[src/hw/rtl/lsf_pkg.sv]
// Shared types, register indexes and helpers for the line substring filter.
package lsf_pkg;

   localparam int MAX_PATTERN_DEFAULT = 32;
   localparam int MAX_LINE_DEFAULT    = 255;
   localparam int PATTERN_BYTES       = 32;

   localparam logic [7:0] NEWLINE_BYTE = 8'd10;
   localparam logic [7:0] UPPER_FIRST  = 8'd65;
   localparam logic [7:0] UPPER_LAST   = 8'd90;
   localparam logic [7:0] CASE_OFFSET  = 8'd32;

   typedef enum logic [2:0] {
      CSR_PATTERN_WORD0  = 3'd0,
      CSR_PATTERN_WORD1  = 3'd1,
      CSR_PATTERN_WORD2  = 3'd2,
      CSR_PATTERN_WORD3  = 3'd3,
      CSR_PATTERN_LEN    = 3'd4,
      CSR_INVERT_SELECT  = 3'd5,
      CSR_FOLD_CASE      = 3'd6
   } csr_index_type;

   typedef struct packed {
      logic [7:0] text_byte;
      logic       stream_end;
   } req_type;

   typedef struct packed {
      logic [31:0] line_number;
      logic        selected;
      logic [31:0] selected_count;
   } rsp_type;

   function automatic logic [7:0] fold_byte(input logic [7:0] b, input logic en);
      if (en && b >= UPPER_FIRST && b <= UPPER_LAST) begin
         return b + CASE_OFFSET;
      end
      return b;
   endfunction

endpackage

[src/hw/rtl/lsf_window_match.sv]
// Parallel compare of the newest window bytes against the active pattern.
module lsf_window_match import lsf_pkg::*; #(
   parameter int MaxPattern = MAX_PATTERN_DEFAULT
) (
   input  logic [MaxPattern-1:0][7:0]      window_bytes,
   input  logic [MaxPattern-1:0][7:0]      pattern_bytes,
   input  logic [$clog2(MaxPattern+1)-1:0] pattern_len,
   input  logic                            fold_case,
   output logic                            match
);

   localparam int PLW = $clog2(MaxPattern + 1);
   localparam int IW  = (MaxPattern > 1) ? $clog2(MaxPattern) : 1;

   logic [MaxPattern-1:0] pos_ok;

   // window position i pairs with pattern byte pattern_len-1-i
   always_comb begin
      logic [PLW-1:0] pidx;
      for (int i = 0; i < MaxPattern; i++) begin
         pidx = pattern_len - PLW'(i) - PLW'(1);
         if (PLW'(i) < pattern_len) begin
            pos_ok[i] = fold_byte(window_bytes[i], fold_case) ==
                        fold_byte(pattern_bytes[pidx[IW-1:0]], fold_case);
         end else begin
            pos_ok[i] = 1'b1;
         end
      end
   end

   assign match = &pos_ok;

endmodule

[src/hw/rtl/line_substring_filter.sv]
// Top level: fixed-string line filter over a byte stream.
//
//   channel  dir  handshake         payload
//   req_     in   valid / stall     req_type  (text_byte, stream_end)
//   rsp_     out  valid / stall     rsp_type  (line_number, selected, selected_count)
//   csr_     in   valid / ready     index 3b, data 64b
//
// One byte per cycle sustained unless rsp_stall holds a result.
// The window compare and state update run on the input register.
// A line result is held in the output register; rsp_stall stalls the input
// register, and req_stall follows when that register is occupied.
// Synchronous reset clears control state and counters; no clearing pass.
module line_substring_filter import lsf_pkg::*; #(
   parameter int MaxPattern = MAX_PATTERN_DEFAULT,
   parameter int MaxLine    = MAX_LINE_DEFAULT
) (
   input  logic        clock,
   input  logic        reset,
   input  logic        req_valid,
   output logic        req_stall,
   input  req_type     req_data,
   output logic        rsp_valid,
   input  logic        rsp_stall,
   output rsp_type     rsp_data,
   input  logic        csr_valid,
   output logic        csr_ready,
   input  logic [2:0]  csr_index,
   input  logic [63:0] csr_data
);

   localparam int PLW = $clog2(MaxPattern + 1);
   localparam int LLW = $clog2(MaxLine + 1);

   logic [3:0][63:0] pat_word_ff;
   logic [5:0]       pat_len_ff;
   logic             invert_ff;
   logic             fold_ff;

   logic             s1_valid_ff, s1_valid_in;
   req_type          s1_ff;

   logic [MaxPattern-1:0][7:0] win_ff, win_in, win_new;
   logic [LLW-1:0]   len_ff, len_in, len_new;
   logic             found_ff, found_in;
   logic [31:0]      line_cnt_ff, line_cnt_in;
   logic [31:0]      sel_cnt_ff, sel_cnt_in;

   logic             rsp_valid_ff, rsp_valid_in;
   rsp_type          rsp_ff, rsp_in;

   logic             advance, process, accept;
   logic [PLW-1:0]   plen;
   logic             win_match;
   logic [PATTERN_BYTES-1:0][7:0] pat_all;

   assign csr_ready = 1'b1;

   always_ff @(posedge clock) begin
      if (reset) begin
         pat_word_ff <= '0;
         pat_len_ff  <= '0;
         invert_ff   <= 1'b0;
         fold_ff     <= 1'b0;
      end else if (csr_valid && csr_ready) begin
         unique case (csr_index_type'(csr_index))
            CSR_PATTERN_WORD0: pat_word_ff[0] <= csr_data;
            CSR_PATTERN_WORD1: pat_word_ff[1] <= csr_data;
            CSR_PATTERN_WORD2: pat_word_ff[2] <= csr_data;
            CSR_PATTERN_WORD3: pat_word_ff[3] <= csr_data;
            CSR_PATTERN_LEN:   pat_len_ff     <= csr_data[5:0];
            CSR_INVERT_SELECT: invert_ff      <= csr_data[0];
            CSR_FOLD_CASE:     fold_ff        <= csr_data[0];
            default: ;
         endcase
      end
   end

   assign pat_all = pat_word_ff;
   assign plen = (32'(pat_len_ff) > 32'(MaxPattern)) ? PLW'(MaxPattern) : PLW'(pat_len_ff);

   assign advance   = !(rsp_valid_ff && rsp_stall);
   assign req_stall = s1_valid_ff && !advance;
   assign accept    = req_valid && !req_stall;
   assign process   = s1_valid_ff && advance;

   always_comb begin
      win_new[0] = s1_ff.text_byte;
      for (int i = 1; i < MaxPattern; i++) begin
         win_new[i] = win_ff[i-1];
      end
   end

   assign len_new = len_ff + LLW'(1);

   lsf_window_match #(.MaxPattern(MaxPattern)) u_match (
      .window_bytes  (win_new),
      .pattern_bytes (pat_all[MaxPattern-1:0]),
      .pattern_len   (plen),
      .fold_case     (fold_ff),
      .match         (win_match)
   );

   always_comb begin
      logic finish, hit, sel, found_now;
      s1_valid_in  = accept ? 1'b1 : (advance ? 1'b0 : s1_valid_ff);
      win_in       = win_ff;
      len_in       = len_ff;
      found_in     = found_ff;
      line_cnt_in  = line_cnt_ff;
      sel_cnt_in   = sel_cnt_ff;
      rsp_valid_in = advance ? 1'b0 : rsp_valid_ff;
      rsp_in       = rsp_ff;
      finish       = 1'b0;
      hit          = 1'b0;
      sel          = 1'b0;
      found_now    = found_ff;
      if (process) begin
         if (s1_ff.text_byte == NEWLINE_BYTE) begin
            finish = 1'b1;
         end else begin
            if (32'(len_ff) < 32'(MaxLine)) begin
               win_in = win_new;
               len_in = len_new;
               if (plen != '0 && 32'(len_new) >= 32'(plen) && win_match) begin
                  found_now = 1'b1;
               end
            end
            finish = s1_ff.stream_end;
         end
         found_in = found_now;
         hit = (plen == '0) ? 1'b1 : found_now;
         sel = invert_ff ? !hit : hit;
         if (finish) begin
            line_cnt_in = (line_cnt_ff != '1) ? line_cnt_ff + 32'd1 : line_cnt_ff;
            sel_cnt_in  = (sel && sel_cnt_ff != '1) ? sel_cnt_ff + 32'd1 : sel_cnt_ff;
            rsp_valid_in = 1'b1;
            rsp_in.line_number    = line_cnt_in;
            rsp_in.selected       = sel;
            rsp_in.selected_count = sel_cnt_in;
            len_in   = '0;
            found_in = 1'b0;
         end
         if (s1_ff.stream_end) begin
            line_cnt_in = '0;
            sel_cnt_in  = '0;
         end
      end
   end

   always_ff @(posedge clock) begin
      if (reset) begin
         s1_valid_ff  <= 1'b0;
         len_ff       <= '0;
         found_ff     <= 1'b0;
         line_cnt_ff  <= '0;
         sel_cnt_ff   <= '0;
         rsp_valid_ff <= 1'b0;
      end else begin
         s1_valid_ff  <= s1_valid_in;
         len_ff       <= len_in;
         found_ff     <= found_in;
         line_cnt_ff  <= line_cnt_in;
         sel_cnt_ff   <= sel_cnt_in;
         rsp_valid_ff <= rsp_valid_in;
      end
   end

   always_ff @(posedge clock) begin
      if (accept) begin
         s1_ff <= req_data;
      end
      win_ff <= win_in;
      rsp_ff <= rsp_in;
   end

   assign rsp_valid = rsp_valid_ff;
   assign rsp_data  = rsp_ff;

`ifndef SYNTHESIS
   a_newline_emits: assert property (@(posedge clock) disable iff (reset)
      process && s1_ff.text_byte == NEWLINE_BYTE |=> rsp_valid)
      else $error("newline transfer produced no result");

   a_end_clears_counts: assert property (@(posedge clock) disable iff (reset)
      process && s1_ff.stream_end |=> line_cnt_ff == '0 && sel_cnt_ff == '0)
      else $error("counters not cleared after stream end");

   a_sel_le_line: assert property (@(posedge clock) disable iff (reset)
      rsp_valid |-> rsp_data.selected_count <= rsp_data.line_number)
      else $error("selected count exceeds line number");

   a_len_bound: assert property (@(posedge clock) disable iff (reset)
      32'(len_ff) <= 32'(MaxLine))
      else $error("line length past limit");

   a_stall_needs_item: assert property (@(posedge clock) disable iff (reset)
      req_stall |-> s1_valid_ff && rsp_valid_ff)
      else $error("input stalled with free pipeline");
`endif

endmodule
[config.mk]
export PLATFORM = sky130hd
export DESIGN_NAME = line_substring_filter
export DESIGN_NICKNAME = d
export VERILOG_FILES = /design/src/hw/rtl/lsf_pkg.sv /design/src/hw/rtl/lsf_window_match.sv /design/src/hw/rtl/line_substring_filter.sv
export SDC_FILE = /design/constraint.sdc
export NUM_CORES = 2
export LEC_CHECK = 0
export ABC_AREA = 1
export BUFFER_PORTS_ARGS = -buffer_cell sky130_fd_sc_hd__buf_2
export CORE_ASPECT_RATIO = 0.75
export CORE_UTILIZATION = 31
export DETAILED_ROUTE_END_ITERATION = 10
export PLACE_DENSITY_LB_ADDON = 0.25
export SLEW_MARGIN = 30
export SYNTH_ARGS = -nofsm -noshare
export SYNTH_HDL_FRONTEND = slang
export SYNTH_HIERARCHICAL = 1
export SYNTH_SLANG_ARGS = --single-unit
[constraint.sdc]
create_clock -name clock -period 14.95 [get_ports clock]
set_input_delay 0.7475 -clock clock [delete_from_list [all_inputs] [get_ports clock]]
set_output_delay 0.7475 -clock clock [all_outputs]
set_load 0.1 [all_outputs]
==> impl_table.tex <==
\begin{tabular}{lr}
\hline
Metric & Value \\
\hline
\multicolumn{2}{l}{\textbf{Status}} \\
Status & complete, no violations \\
\multicolumn{2}{l}{\textbf{CTS}} \\
Gates resized, CTS repair & 0 \\
Cell at the root of the clock tree & sky130\_fd\_sc\_hd\_\_clkbuf\_16 \\
Number of setup buffers added after CTS & 0 \\
Maximum buffer depth of the clock tree & 3 \\
Later-pin clock latency in the skew report & 0.74 ns \\
CTS hold repair buffers & 0 \\
CTS tree & yes \\
Total clock sinks & 661 \\
CTS H-Tree Depth & 3 \\
Clock slew at the register clock pins of the worst setup and hold paths & 0.06 ns \\
Number of buffers created by CTS & 75 \\
\multicolumn{2}{l}{\textbf{Worst setup path}} \\
Critical register-to-register path startpoint & pat\_len\_ff[5] \\
Crit path launch & pat\_len\_ff[5] \\
Slowest stage cell on the critical path & sky130\_fd\_sc\_hd\_\_buf\_4 \\
Critical path start-end classification & flop to flop \\
Data arrival time of the worst path & 9.27 ns \\
Register-to-register path setup slack & 6.27 ns \\
Endpoint type of the worst setup path & flop \\
Highest cell delay on the worst timing path & 0.76 ns \\
Largest fanout on the critical path & 73 \\
Number of cells on the worst reg-to-reg path & 35 \\
Kind of start point of the critical path & flop \\
Endpoint of the most critical register-to-register path & sel\_cnt\_ff[12] \\
Required time reported for the critical path endpoint & 15.54 ns \\
Cell type with the highest occurrence count on the critical path & sky130\_fd\_sc\_hd\_\_nand2\_1 \\
Crit path capture & sel\_cnt\_ff[12] \\
\multicolumn{2}{l}{\textbf{STA}} \\
Highest achievable clock rate & 115 MHz \\
RSZ-0062 raised after global routing & no \\
Setup Viol. Count Final & 0 \\
Setup\_tns & 0 ns \\
Final hold vios & 0 \\
Tmin final & 8.68 ns \\
Smallest setup slack after layout & 6.27 ns \\
Final slew viol count & 0 \\
Ratio of final minimum period to clock period & 0.581 \\
Worst-case headroom to the max-slew limit & 0.192 \\
Final Skew & 0.0544 ns \\
Fin Hold WS & 0.189 ns \\
Transition at the pin with the smallest max-transition slack & 1.20 ns \\
\multicolumn{2}{l}{\textbf{Route}} \\
Highest signal layer in the routed design & met5 \\
Metal-1 WL & 138 mm \\
Pre-antenna DRT Iters & 8 \\
DRT iter0 DRCs & 8964 \\
Routed length on met2 & 116 mm \\
Post-DR vias/cell & 5.66 \\
Remaining DRCs & 0 \\
Per-cell routed wire length & 28.5 um \\
Length of routed met3 wiring & 36.7 mm \\
Vias & 60.4k \\
Total length of routed wires & 305 mm \\
Final antenna-violating net count & 0 \\
\multicolumn{2}{l}{\textbf{Global route}} \\
First-pass GRT wire length & 420 mm \\
Overall routing resource usage & 0.343 \\
Pin count of the biggest net entering global routing & 110 \\
Number of antenna violations at the first check in global routing & 26 \\
Overall overflow remaining after global route & 0 \\
Via count of the first global-routing pass & 53.2k \\
\multicolumn{2}{l}{\textbf{Die}} \\
X dimension of the die & 480 um \\
Die Footprint & 173000 um\^{}2 \\
Chip height & 361 um \\
Area of the core & 170000 um\^{}2 \\
Cell row count & 131 \\
Top-Level Pins & 149 \\
Starting density of the core & 0.312 \\
\multicolumn{2}{l}{\textbf{Final layout}} \\
Most common cell after layout, fill and taps aside & sky130\_fd\_sc\_hd\_\_nand2\_1 \\
Layout Utilization & 0.340 \\
Post-layout instance count excluding filler cells & 10.7k \\
Area added between synthesis and finish & 8.92\% \\
Count of fill cells added during filler insertion & 18.5k \\
Fraction of final layout cells sized beyond drive strength 1 & 0.0757 \\
Most frequent cells in the layout & 2732 x sky130\_fd\_sc\_hd\_\_nand2\_1, 1918 x sky130\_fd\_sc\_hd\_\_nand3\_1, 760 x sky130\_fd\_sc\_hd\_\_nor2\_1 \\
Final net count & 8520 \\
Area of the multi-input gates & 32400 um\^{}2 \\
Sequential standard cell area & 16500 um\^{}2 \\
\multicolumn{2}{l}{\textbf{Synth}} \\
Post-synth top flop & sky130\_fd\_sc\_hd\_\_dfxtp\_1 \\
Syn nets & 8625 \\
Number of distinct standard cells referenced by the synthesized netlist & 61 \\
Asr flop ratio synth & 0 \\
Synthesized instance count & 8458 \\
Post-synthesis average cell area & 6.29 um\^{}2 \\
Mapped Area & 53200 um\^{}2 \\
Register bit count reported by yosys & 661 \\
Sequential fraction of the synthesis area & 0.309 \\
Number of enable flip-flop cells after synthesis & 322 \\
Count of synthesis-stage warnings from yosys & 6 \\
\multicolumn{2}{l}{\textbf{Placement}} \\
Final GP Congestion & 1.05 \\
\# port buffers & 147 \\
Minimum setup slack after placement & 6.47 ns \\
Final HPWL DP & 242 mm \\
Cells after DPL & 10.5k \\
\multicolumn{2}{l}{\textbf{Power and ir drop}} \\
Worst vdd rail ir drop & 0.0789 mV \\
Leakage & 25.5 nW \\
Power per Cell Area & 102 nW/um\^{}2 \\
\multicolumn{2}{l}{\textbf{Worst hold path}} \\
Worst min-delay path class & input pin to flop \\
\multicolumn{2}{l}{\textbf{Run}} \\
Number of maximum-capacitance constraint violations & 0 \\
\hline
\end{tabular}
stage by stage:
step / total power [mW] / area [um^2]
finish: 5.91 / 58000
global route: 6.12 / 58000
floorplan: 3.12 / 53200
detailed placement: 3.89 / 55300
global placement: 3.89 / 55300
CTS: 5.87 / 57900
worst max-delay path, delay by kind of cell, from the launching register on:
| family | cells | cell delay, ns |
|---|---|---|
| buf+inv | 7 | 2.19 |
| simple gates | 25 | 4.76 |
| fa+ha+maj | 2 | 0.79 |
| flops | 1 | 0.55 |
| compound gates | 1 | 0.06 |
synthesized netlist by cell type, types with 45 or more instances:
| master | n | share of area |
|---|---|---|
| sky130_fd_sc_hd__o21ai_0 | 316 | 0.030 |
| sky130_fd_sc_hd__clkbuf_1 | 135 | 0.0095 |
| sky130_fd_sc_hd__edfxtp_1 | 322 | 0.18 |
| sky130_fd_sc_hd__nand4_1 | 91 | 0.011 |
| sky130_fd_sc_hd__buf_2 | 165 | 0.016 |
| sky130_fd_sc_hd__nand2_1 | 2737 | 0.19 |
| sky130_fd_sc_hd__a21oi_1 | 153 | 0.014 |
| sky130_fd_sc_hd__dfxtp_1 | 339 | 0.13 |
| sky130_fd_sc_hd__xnor2_1 | 67 | 0.011 |
| sky130_fd_sc_hd__nor3_1 | 63 | 0.0059 |
| sky130_fd_sc_hd__xor2_1 | 132 | 0.022 |
| sky130_fd_sc_hd__nand2_2 | 74 | 0.0087 |
| sky130_fd_sc_hd__inv_1 | 562 | 0.040 |
| sky130_fd_sc_hd__nor2_1 | 767 | 0.054 |
| sky130_fd_sc_hd__ha_1 | 86 | 0.020 |
| sky130_fd_sc_hd__nand3_1 | 1919 | 0.18 |
| sky130_fd_sc_hd__buf_4 | 45 | 0.0063 |
layer usage:
| metal | vias to the layer above | GRT usage |
|---|---|---|
| met3 | 425 | 0.104 |
| met1 | 28900 | 0.499 |
| li1 | 27800 | - |
| met4 | 10 | 0.132 |
| met2 | 3338 | 0.463 |
| met5 | - | 0 |
cell type report:
type                       count  area share
sequential                   661       0.284
inverter                     608      0.0401
tap                         2261      0.0488
clock buffer                 104      0.0364
timing repair buffer         225      0.0240
multi-input combinational   6782       0.559
antenna                        6    0.000259
clock inverter                34     0.00801
where the power goes:
group / total (mW) / internal, mW / leakage (nW) / switching [mW]
Combinational: 1.90 / 0.423 / 18.5 / 1.48
Sequential: 2.04 / 1.96 / 5.85 / 0.0767
Clock: 1.97 / 1.10 / 1.24 / 0.877
how the worst min path moves through the flow:
stage | startpoint | end | slack [ns] | cells after the start
finish | req_data[6] | s1_ff[6] | 0.19 | 1
CTS | req_data[6] | s1_ff[6] | 0.13 | 1
floorplan | win_ff[2] | win_ff[10] | 0.43 | 0
global route | req_data[6] | s1_ff[6] | 0.16 | 1
global placement | pat_all[195] | pat_all[195] | 0.45 | 2
detailed placement | win_ff[161] | win_ff[169] | 0.45 | 0
registers in the layout, summed over array words and instances, names as in the netlist:
name and flops:
pat_all 256, len_ff 8, win_ff 248, rsp_data 65, invert_ff 1, pat_len_ff 6
sel_cnt_ff 32, s1_ff 9, line_cnt_ff 32, fold_ff 1, found_ff 1, s1_valid_ff 1
rsp_valid 1
cell families after synthesis:
group,share of synthesized area
flops,0.309
fa+ha+maj,0.0202
mux,0.000188
xor+xnor,0.0368
buf+inv,0.0849
other cells,0.0000705
compound gates,0.0654
simple gates,0.483
Power figures use the tool's default switching activity.
